## src/rtl/timed_event_replay_queue_assert.svh

```systemverilog
// Assertion macros for the timed event replay queue.
// Expects clk_i and rst_ni in the scope of the module that uses them.
`ifndef TIMED_EVENT_REPLAY_QUEUE_ASSERT_SVH
`define TIMED_EVENT_REPLAY_QUEUE_ASSERT_SVH

// Condition must hold at every rising clock edge outside reset.
`define TERQ_ASSERT_ALWAYS(lbl, cond) \
  lbl: assert property (@(posedge clk_i) disable iff (!rst_ni) (cond)) \
    else $error("assertion failed");

// Antecedent implies consequent in the same cycle.
`define TERQ_ASSERT_IMPL(lbl, ante, cons) \
  lbl: assert property (@(posedge clk_i) disable iff (!rst_ni) (ante) |-> (cons)) \
    else $error("assertion failed");

`endif

```

## src/rtl/terq_pkg.sv

```systemverilog
// Types and codes for the timed event replay queue.
// No dependencies.
`default_nettype none
package terq_pkg;

  localparam logic OP_INSERT = 1'b0;
  localparam logic OP_REWIND = 1'b1;

  localparam logic [1:0] KIND_ACTION  = 2'd0;
  localparam logic [1:0] KIND_ADVANCE = 2'd1;
  localparam logic [1:0] KIND_RESET   = 2'd2;
  localparam logic [1:0] KIND_DONE    = 2'd3;

  localparam logic [1:0] ST_OK             = 2'd0;
  localparam logic [1:0] ST_BAD_EVENT_TIME = 2'd1;
  localparam logic [1:0] ST_FULL           = 2'd2;
  localparam logic [1:0] ST_BAD_REWIND     = 2'd3;

  localparam int TIME_W = 31;
  localparam int ACT_W  = 32;

  typedef struct packed {
    logic               operation;
    logic signed [31:0] time_value;
    logic [31:0]        action;
  } cmd_t;

  typedef struct packed {
    logic [1:0]  kind;
    logic [31:0] action_out;
    logic [30:0] delta;
    logic [1:0]  status;
    logic        last;
  } res_t;

endpackage
`default_nettype wire

```

## src/rtl/timed_event_replay_queue.sv

```systemverilog
// Timed event replay queue: sorted event memory, insert and replay sequencer.
// Depends on terq_pkg and timed_event_replay_queue_assert.svh.
//
//   channel   | direction | handshake
//   command   | in        | start, busy, cmd_i
//   result    | out       | res_valid_o strobe, res_o
//   config    | in        | cfg_we_i, cfg_wdata_i
//
// Insert: one memory read and one compare/write per stored entry shifted up,
// working from the top of the store down.
// Rewind: walks the store from the cursor, giving a result per replayed entry and per advance.
// Each result strobes for one cycle; the receiver cannot stall.
// After reset the store is empty and resets on rewind are enabled.
`default_nettype none
module timed_event_replay_queue #(
  parameter int EVENT_DEPTH = 16
) (
  input  wire logic          clk_i,
  input  wire logic          rst_ni,
  input  wire logic          start,
  output logic               busy,
  input  wire terq_pkg::cmd_t cmd_i,
  input  wire logic          cfg_we_i,
  input  wire logic          cfg_wdata_i,
  output logic               res_valid_o,
  output terq_pkg::res_t     res_o
);

  localparam int CW = $clog2(EVENT_DEPTH + 1);
  localparam int IW = (EVENT_DEPTH > 1) ? $clog2(EVENT_DEPTH) : 1;
  localparam int MW = terq_pkg::TIME_W + terq_pkg::ACT_W;
  localparam logic [CW-1:0] DEPTH_C = CW'(EVENT_DEPTH);

  localparam logic [2:0] S_IDLE   = 3'd0;
  localparam logic [2:0] S_INS_RD = 3'd1;
  localparam logic [2:0] S_INS_WR = 3'd2;
  localparam logic [2:0] S_RP_RD  = 3'd3;
  localparam logic [2:0] S_RP_CHK = 3'd4;
  localparam logic [2:0] S_RP_ACT = 3'd5;
  localparam logic [2:0] S_FIN    = 3'd6;
  localparam logic [2:0] S_DONE   = 3'd7;

  logic [2:0]               state_q, state_d;
  logic [CW-1:0]            count_q, count_d;
  logic [CW-1:0]            cursor_q, cursor_d;
  logic [CW-1:0]            hole_q, hole_d;
  logic [terq_pkg::TIME_W-1:0] now_q, now_d;
  logic [terq_pkg::TIME_W-1:0] tgt_q, tgt_d;
  logic [terq_pkg::ACT_W-1:0]  act_q, act_d;
  logic [1:0]               status_q, status_d;
  logic                     rst_en_q;
  logic                     res_valid_q, res_valid_d;
  terq_pkg::res_t           res_q, res_d;

  // event memory: {time, action}
  logic [MW-1:0]  mem_q [EVENT_DEPTH];
  logic [MW-1:0]  rdata_q;
  logic           mem_we, mem_re;
  logic [IW-1:0]  waddr, raddr;
  logic [MW-1:0]  wdata;
  logic [terq_pkg::TIME_W-1:0] rd_time;
  logic [terq_pkg::ACT_W-1:0]  rd_act;

  assign rd_time = rdata_q[MW-1 -: terq_pkg::TIME_W];
  assign rd_act  = rdata_q[terq_pkg::ACT_W-1:0];
  assign busy        = (state_q != S_IDLE);
  assign res_valid_o = res_valid_q;
  assign res_o       = res_q;

  always_ff @(posedge clk_i) begin
    if (mem_we) begin
      mem_q[waddr] <= wdata;
    end
    if (mem_re) begin
      rdata_q <= mem_q[raddr];
    end
  end

  // sequencer
  always_comb begin
    logic [CW-1:0] hm1;
    hm1         = hole_q - CW'(1);
    state_d     = state_q;
    count_d     = count_q;
    cursor_d    = cursor_q;
    hole_d      = hole_q;
    now_d       = now_q;
    tgt_d       = tgt_q;
    act_d       = act_q;
    status_d    = status_q;
    res_valid_d = 1'b0;
    res_d       = '0;
    mem_we      = 1'b0;
    mem_re      = 1'b0;
    waddr       = hole_q[IW-1:0];
    raddr       = hm1[IW-1:0];
    wdata       = {tgt_q, act_q};

    unique case (state_q)
      S_IDLE: begin
        if (start) begin
          tgt_d    = cmd_i.time_value[30:0];
          act_d    = cmd_i.action;
          status_d = terq_pkg::ST_OK;
          state_d  = S_DONE;
          if (cmd_i.operation == terq_pkg::OP_INSERT) begin
            if (cmd_i.time_value[31] || cmd_i.time_value[30:0] < now_q) begin
              status_d = terq_pkg::ST_BAD_EVENT_TIME;
            end else if (count_q >= DEPTH_C) begin
              status_d = terq_pkg::ST_FULL;
            end else begin
              hole_d  = count_q;
              state_d = S_INS_RD;
            end
          end else if (cmd_i.time_value[31]) begin
            status_d = terq_pkg::ST_BAD_REWIND;
          end else if (cmd_i.time_value[30:0] < now_q) begin
            if (!rst_en_q) begin
              status_d = terq_pkg::ST_BAD_EVENT_TIME;
            end else begin
              res_valid_d = 1'b1;
              res_d.kind  = terq_pkg::KIND_RESET;
              now_d       = '0;
              cursor_d    = '0;
              state_d     = S_RP_RD;
            end
          end else if (cmd_i.time_value[30:0] != now_q) begin
            state_d = S_RP_RD;
          end
        end
      end
      // insert: move the hole down past later events
      S_INS_RD: begin
        if (hole_q == '0) begin
          mem_we  = 1'b1;
          count_d = count_q + CW'(1);
          state_d = S_DONE;
        end else begin
          mem_re  = 1'b1;
          state_d = S_INS_WR;
        end
      end
      S_INS_WR: begin
        mem_we = 1'b1;
        if (rd_time > tgt_q) begin
          wdata   = rdata_q;
          hole_d  = hm1;
          state_d = S_INS_RD;
        end else begin
          count_d = count_q + CW'(1);
          state_d = S_DONE;
        end
      end
      // replay walk from the cursor
      S_RP_RD: begin
        raddr = cursor_q[IW-1:0];
        if (cursor_q < count_q) begin
          mem_re  = 1'b1;
          state_d = S_RP_CHK;
        end else begin
          state_d = S_FIN;
        end
      end
      S_RP_CHK: begin
        if (rd_time < tgt_q) begin
          if (rd_time > now_q) begin
            res_valid_d = 1'b1;
            res_d.kind  = terq_pkg::KIND_ADVANCE;
            res_d.delta = rd_time - now_q;
            now_d       = rd_time;
            state_d     = S_RP_ACT;
          end else begin
            res_valid_d      = 1'b1;
            res_d.kind       = terq_pkg::KIND_ACTION;
            res_d.action_out = rd_act;
            cursor_d         = cursor_q + CW'(1);
            state_d          = S_RP_RD;
          end
        end else begin
          state_d = S_FIN;
        end
      end
      S_RP_ACT: begin
        res_valid_d      = 1'b1;
        res_d.kind       = terq_pkg::KIND_ACTION;
        res_d.action_out = rd_act;
        cursor_d         = cursor_q + CW'(1);
        state_d          = S_RP_RD;
      end
      S_FIN: begin
        if (now_q < tgt_q) begin
          res_valid_d = 1'b1;
          res_d.kind  = terq_pkg::KIND_ADVANCE;
          res_d.delta = tgt_q - now_q;
          now_d       = tgt_q;
        end
        state_d = S_DONE;
      end
      S_DONE: begin
        res_valid_d  = 1'b1;
        res_d.kind   = terq_pkg::KIND_DONE;
        res_d.status = status_q;
        res_d.last   = 1'b1;
        state_d      = S_IDLE;
      end
      default: state_d = S_IDLE;
    endcase
  end

  // control registers
  always_ff @(posedge clk_i or negedge rst_ni) begin
    if (!rst_ni) begin
      state_q     <= S_IDLE;
      count_q     <= '0;
      cursor_q    <= '0;
      now_q       <= '0;
      rst_en_q    <= 1'b1;
      res_valid_q <= 1'b0;
    end else begin
      state_q     <= state_d;
      count_q     <= count_d;
      cursor_q    <= cursor_d;
      now_q       <= now_d;
      res_valid_q <= res_valid_d;
      if (cfg_we_i) begin
        rst_en_q <= cfg_wdata_i;
      end
    end
  end

  // transaction payload registers
  always_ff @(posedge clk_i) begin
    hole_q   <= hole_d;
    tgt_q    <= tgt_d;
    act_q    <= act_d;
    status_q <= status_d;
    res_q    <= res_d;
  end

`include "timed_event_replay_queue_assert.svh"
  `TERQ_ASSERT_ALWAYS(a_count_bound, count_q <= DEPTH_C)
  `TERQ_ASSERT_ALWAYS(a_cursor_bound, cursor_q <= count_q)
  `TERQ_ASSERT_IMPL(a_last_is_done, res_valid_o && res_o.last, res_o.kind == terq_pkg::KIND_DONE)
  `TERQ_ASSERT_IMPL(a_done_frees, res_valid_o && res_o.last, !busy)

endmodule
`default_nettype wire
```

## config.mk

```make
export PLATFORM = sky130hd
export DESIGN_NAME = timed_event_replay_queue
export DESIGN_NICKNAME = d
export VERILOG_FILES = /design/src/rtl/terq_pkg.sv /design/src/rtl/timed_event_replay_queue.sv
export VERILOG_INCLUDE_DIRS = /design/src /design/src/rtl
export SDC_FILE = /design/constraint.sdc
export NUM_CORES = 2
export LEC_CHECK = 0
export BUFFER_PORTS_ARGS = -buffer_cell sky130_fd_sc_hd__buf_2
export CAP_MARGIN = 15
export CORE_MARGIN = 5
export CORE_UTILIZATION = 50
export DETAILED_ROUTE_END_ITERATION = 8
export GPL_TIMING_DRIVEN = 0
export PLACE_DENSITY = 0.69
export SYNTH_ARGS = -nofsm -noshare
export SYNTH_HDL_FRONTEND = slang
export SYNTH_SLANG_ARGS = --single-unit
export TNS_END_PERCENT = 1
```

## constraint.sdc

```tcl
create_clock -name clk_i -period 6.42 [get_ports clk_i]
set_input_delay 1.284 -clock clk_i [delete_from_list [all_inputs] [get_ports clk_i]]
set_output_delay 1.284 -clock clk_i [all_outputs]
set_load 0.005 [all_outputs]
```

==> reports/results.md <==
Die
• 0.104 sq mm — core area
• 333 microns — die outline height
• 140 — number of placed I/O pins
• 118 — Cell Rows
• 0.111 sq mm — overall die area
• 50.3% — starting density of the core
• 333 microns — horizontal die dimension

CTS
• 0.74 ns — clk_lat worst skew
• 0 — number of resized instances in the post-cts repair step
• 132 — number of clock buffers inserted by TritonCTS
• 0 — hold buffers post-CTS
• 1255 — Clock Sinks
• 3 — number of buffers on the longest clock path
• 4 — number of levels in the clock H-tree
• yes — TritonCTS clock tree
• sky130_fd_sc_hd__clkbuf_16 — CTS Root Buffer Type
• 0.06 ns — clock slew seen by the registers of the worst setup and hold paths
• 0 — Setup Buffers After CTS

Timing
• 4.73 ns — min Tclk post-route
• 0.0326 ns — post-route clock skew
• 0.211 GHz — maximum clock rate
• 1.14 ns — Worst Tran Pin Value
• 73.7% — final critical-path share of the clock period
• 0 ns — Total Neg Setup Slack
• false — unrepaired setup endpoints after global routing
• 0 — final number of hold-violating endpoints
• 0 — Setup Viol. Count Final
• 0.416 ns — Hold Slack
• 0 — max-slew violation count
• 24.2% — Rel. slew slack
• 1.69 ns — post-route worst setup slack

Global route
• 47 — largest net degree at the start of global routing
• 190 mm — wire length of the first global-routing pass
• 22.8% — Overall Global Routing Usage
• 6 — initial antenna violation count
• 30.2k — vias in the first global route
• 0 — total overflow reported by the global router

Synthesis
• sky130_fd_sc_hd__edfxtp_1 — most used flip-flop cell after synthesis
• 0.0522 sq mm — Mapped Area
• 1.01% — area share of xor/xnor cells in the synthesized design
• 0 — yosys synthesis warning count
• 3.32% — adder and majority gate portion of the synthesized area
• 2946 — gate count after technology mapping
• 4.03% — fraction of the mapped netlist area in simple logic gates
• 1141 — count of flip-flops with a built-in enable after synthesis
• 1255 — synthesized flop and latch total
• 3.67% — share of flip-flops with an asynchronous set or reset after synthesis
• sky130_fd_sc_hd__edfxtp_1 — cell type with the highest aggregate area in the netlist
• 13.5% — multiplexer share of the synthesized area
• 17.7 sq um — syn avg cell area
• 70.5% — proportion of synthesized chip area in sequential cells
• 3153 — Post-Synthesis Net Count
• 75 — number of distinct library cells after synthesis
• 65.7% — area share of the largest cell type after synthesis
• sky130_fd_sc_hd__edfxtp_1, sky130_fd_sc_hd__mux4_2, sky130_fd_sc_hd__ha_1, sky130_fd_sc_hd__dfxtp_1, sky130_fd_sc_hd__dfrtp_1 — cell types occupying the most area after synthesis
• 5.78% — fraction of the mapped netlist area in compound gates
• multiplexers — largest family of logic cells by synthesized area

Placed design
• 85.9 mm — estimated wirelength of the detail-placed design
• 1.32 ns — worst setup slack after placement
• 0.0559 sq mm — Post-DP Area
• 139 — IO buf count
• 0.992 — Final Wtd Congestion
• 4550 — number of placed instances with taps included

Worst setup path
• sky130_fd_sc_hd__clkbuf_1 — slowest cell on the critical path
• 5.28 ns — WP data arrival
• flip-flop to flip-flop — crit path kind
• inv_1 -> ha_1 -> nand3_1 -> nor3_1 -> nand2_1 -> a31o_2 -> a31oi_1 -> o21ai_1 -> nor4_2 -> buf_4 -> buf_2 -> clkbuf_1 -> nand2_1 -> o21ai_0 -> buf_2 — CP Cell Sequence
• 0.54 ns — delay of the slowest cell on the worst path
• 12 — worst-path maximum fanout
• flip-flop — kind of end point of the critical path
• 6.97 ns — worst endpoint required time
• flip-flop — sort of element at the start of the critical path

Layout
• 23.4% — proportion of layout cells with a drive suffix above 1
• 0.0368 sq mm — Sequential Area
• sky130_fd_sc_hd__edfxtp_1, sky130_fd_sc_hd__mux4_2, sky130_fd_sc_hd__buf_2 — top library cells by usage in the layout, fill and taps aside
• 58.1% — final core utilization
• 0.0145 sq mm — multi-input logic area
• 7625 — layout filler cell count
• 3522 — nets
• 4803 — final standard cell count with taps included and fillers excluded
• 15.5% — area added between synthesis and finish
• sky130_fd_sc_hd__edfxtp_1 — most common library cell in the layout ignoring fill and taps
• 0.0603 sq mm — finished layout cell area

Detailed routing
• 5 — detailed-router iteration count before antenna repair
• 0 — DRC
• 6.06 — vias per inst
• 2895 — drt first-iter violations
• 128 mm — total detailed-routing wirelength
• 0 — number of nets still failing antenna checks after routing
• 29.1k — via count of the routed design
• 26.6 microns — wire per inst

Worst hold path
• input port to asynchronous set/reset pin — path category of the worst min-delay check

Status
• complete, no violations — result of the run

Pwr
• 486 mW/mm^2 — Pwr per Cell Area
• 0.000337 V — IR drop worst, VDD
• 29.3 mW — Final Total Pwr
• 20.8 nW — Pleak

Flow run
• 0 — number of max-capacitance violations reported

## sequential cells by signal, summed over array words and instances (netlist names), 5 cells and up
| signal | count |
|---|---|
| now_q | 31 |
| count_q | 5 |
| hole_q | 5 |
| act_q | 32 |
| cursor_q | 5 |
| rdata_q | 63 |
| tgt_q | 31 |
| res_o | 68 |
| mem_q | 1008 |
## final timing paths
check / depth (start not counted) / slack, ns / startpoint / to
max: 15 / 1.69 / tgt_q[13] / mem_q[5][56]
min: 1 / 0.42 / rst_ni / count_q[1]
max reg2reg: 15 / 1.69 / tgt_q[13] / mem_q[5][56]
min reg2reg: 1 / 0.46 / status_q[1] / res_o[2]
max in group asynchronous: 2 / 5.49 / rst_ni / now_q[17]
min in group clk_i: 1 / 0.46 / status_q[1] / res_o[2]
## report_power, final
part / internal [mW] / switching, mW / total [mW]
Sequential: 10.3 / 0.321 / 10.7
Combinational: 4.56 / 6.59 / 11.2
Clock: 4.31 / 3.14 / 7.45
## critical path: cells and delay by family (launching register included)
family                   cells  cell delay [ns]
buffers and inverters        5             1.67
adder cells (fa/ha/maj)      1             0.30
AO/OA/AOI/OAI                4             1.28
flip-flops                   1             0.45
AND/OR/NAND/NOR              5             0.83
## metal layers
metal | track usage, % | up-vias | share of wire [%]
met4 | 7.58 | 2 | 3.1
met1 | 31.1 | 15000 | 39
met3 | 3.44 | 224 | 7.5
met5 | 0 | - | 0.010
met2 | 38.2 | 1367 | 50
li1 | - | 12600 | -
## synthesized netlist by cell type (63+ instances only)
cell type	number
sky130_fd_sc_hd__nor2_1	63
sky130_fd_sc_hd__nor2b_1	75
sky130_fd_sc_hd__clkbuf_1	63
sky130_fd_sc_hd__mux2i_1	95
sky130_fd_sc_hd__dfxtp_1	68
sky130_fd_sc_hd__ha_1	135
sky130_fd_sc_hd__nand2_1	101
sky130_fd_sc_hd__inv_1	95
sky130_fd_sc_hd__mux4_2	252
sky130_fd_sc_hd__o21ai_0	72
sky130_fd_sc_hd__edfxtp_1	1141
sky130_fd_sc_hd__a211oi_1	66
sky130_fd_sc_hd__a21oi_1	145
## area by class of cell
class                      count  share of cell area (%)
tap                         1380                    2.87
antenna                        4                  0.0166
sequential                  1255                    61.0
multi-input combinational   1460                    24.1
inverter                      96                   0.602
buffer                       135                    1.03
clock buffer                 184                    6.01
timing repair buffer         235                    3.29
clock inverter                54                    1.04
## logic make-up after synthesis
family / after synthesis
AO/OA/AOI/OAI: 474
XOR/XNOR: 60
adder cells (fa/ha/maj): 137
buffers and inverters: 231
flip-flops: 1255
multiplexers: 383
AND/OR/NAND/NOR: 406
(Power assumes the default switching activity.)
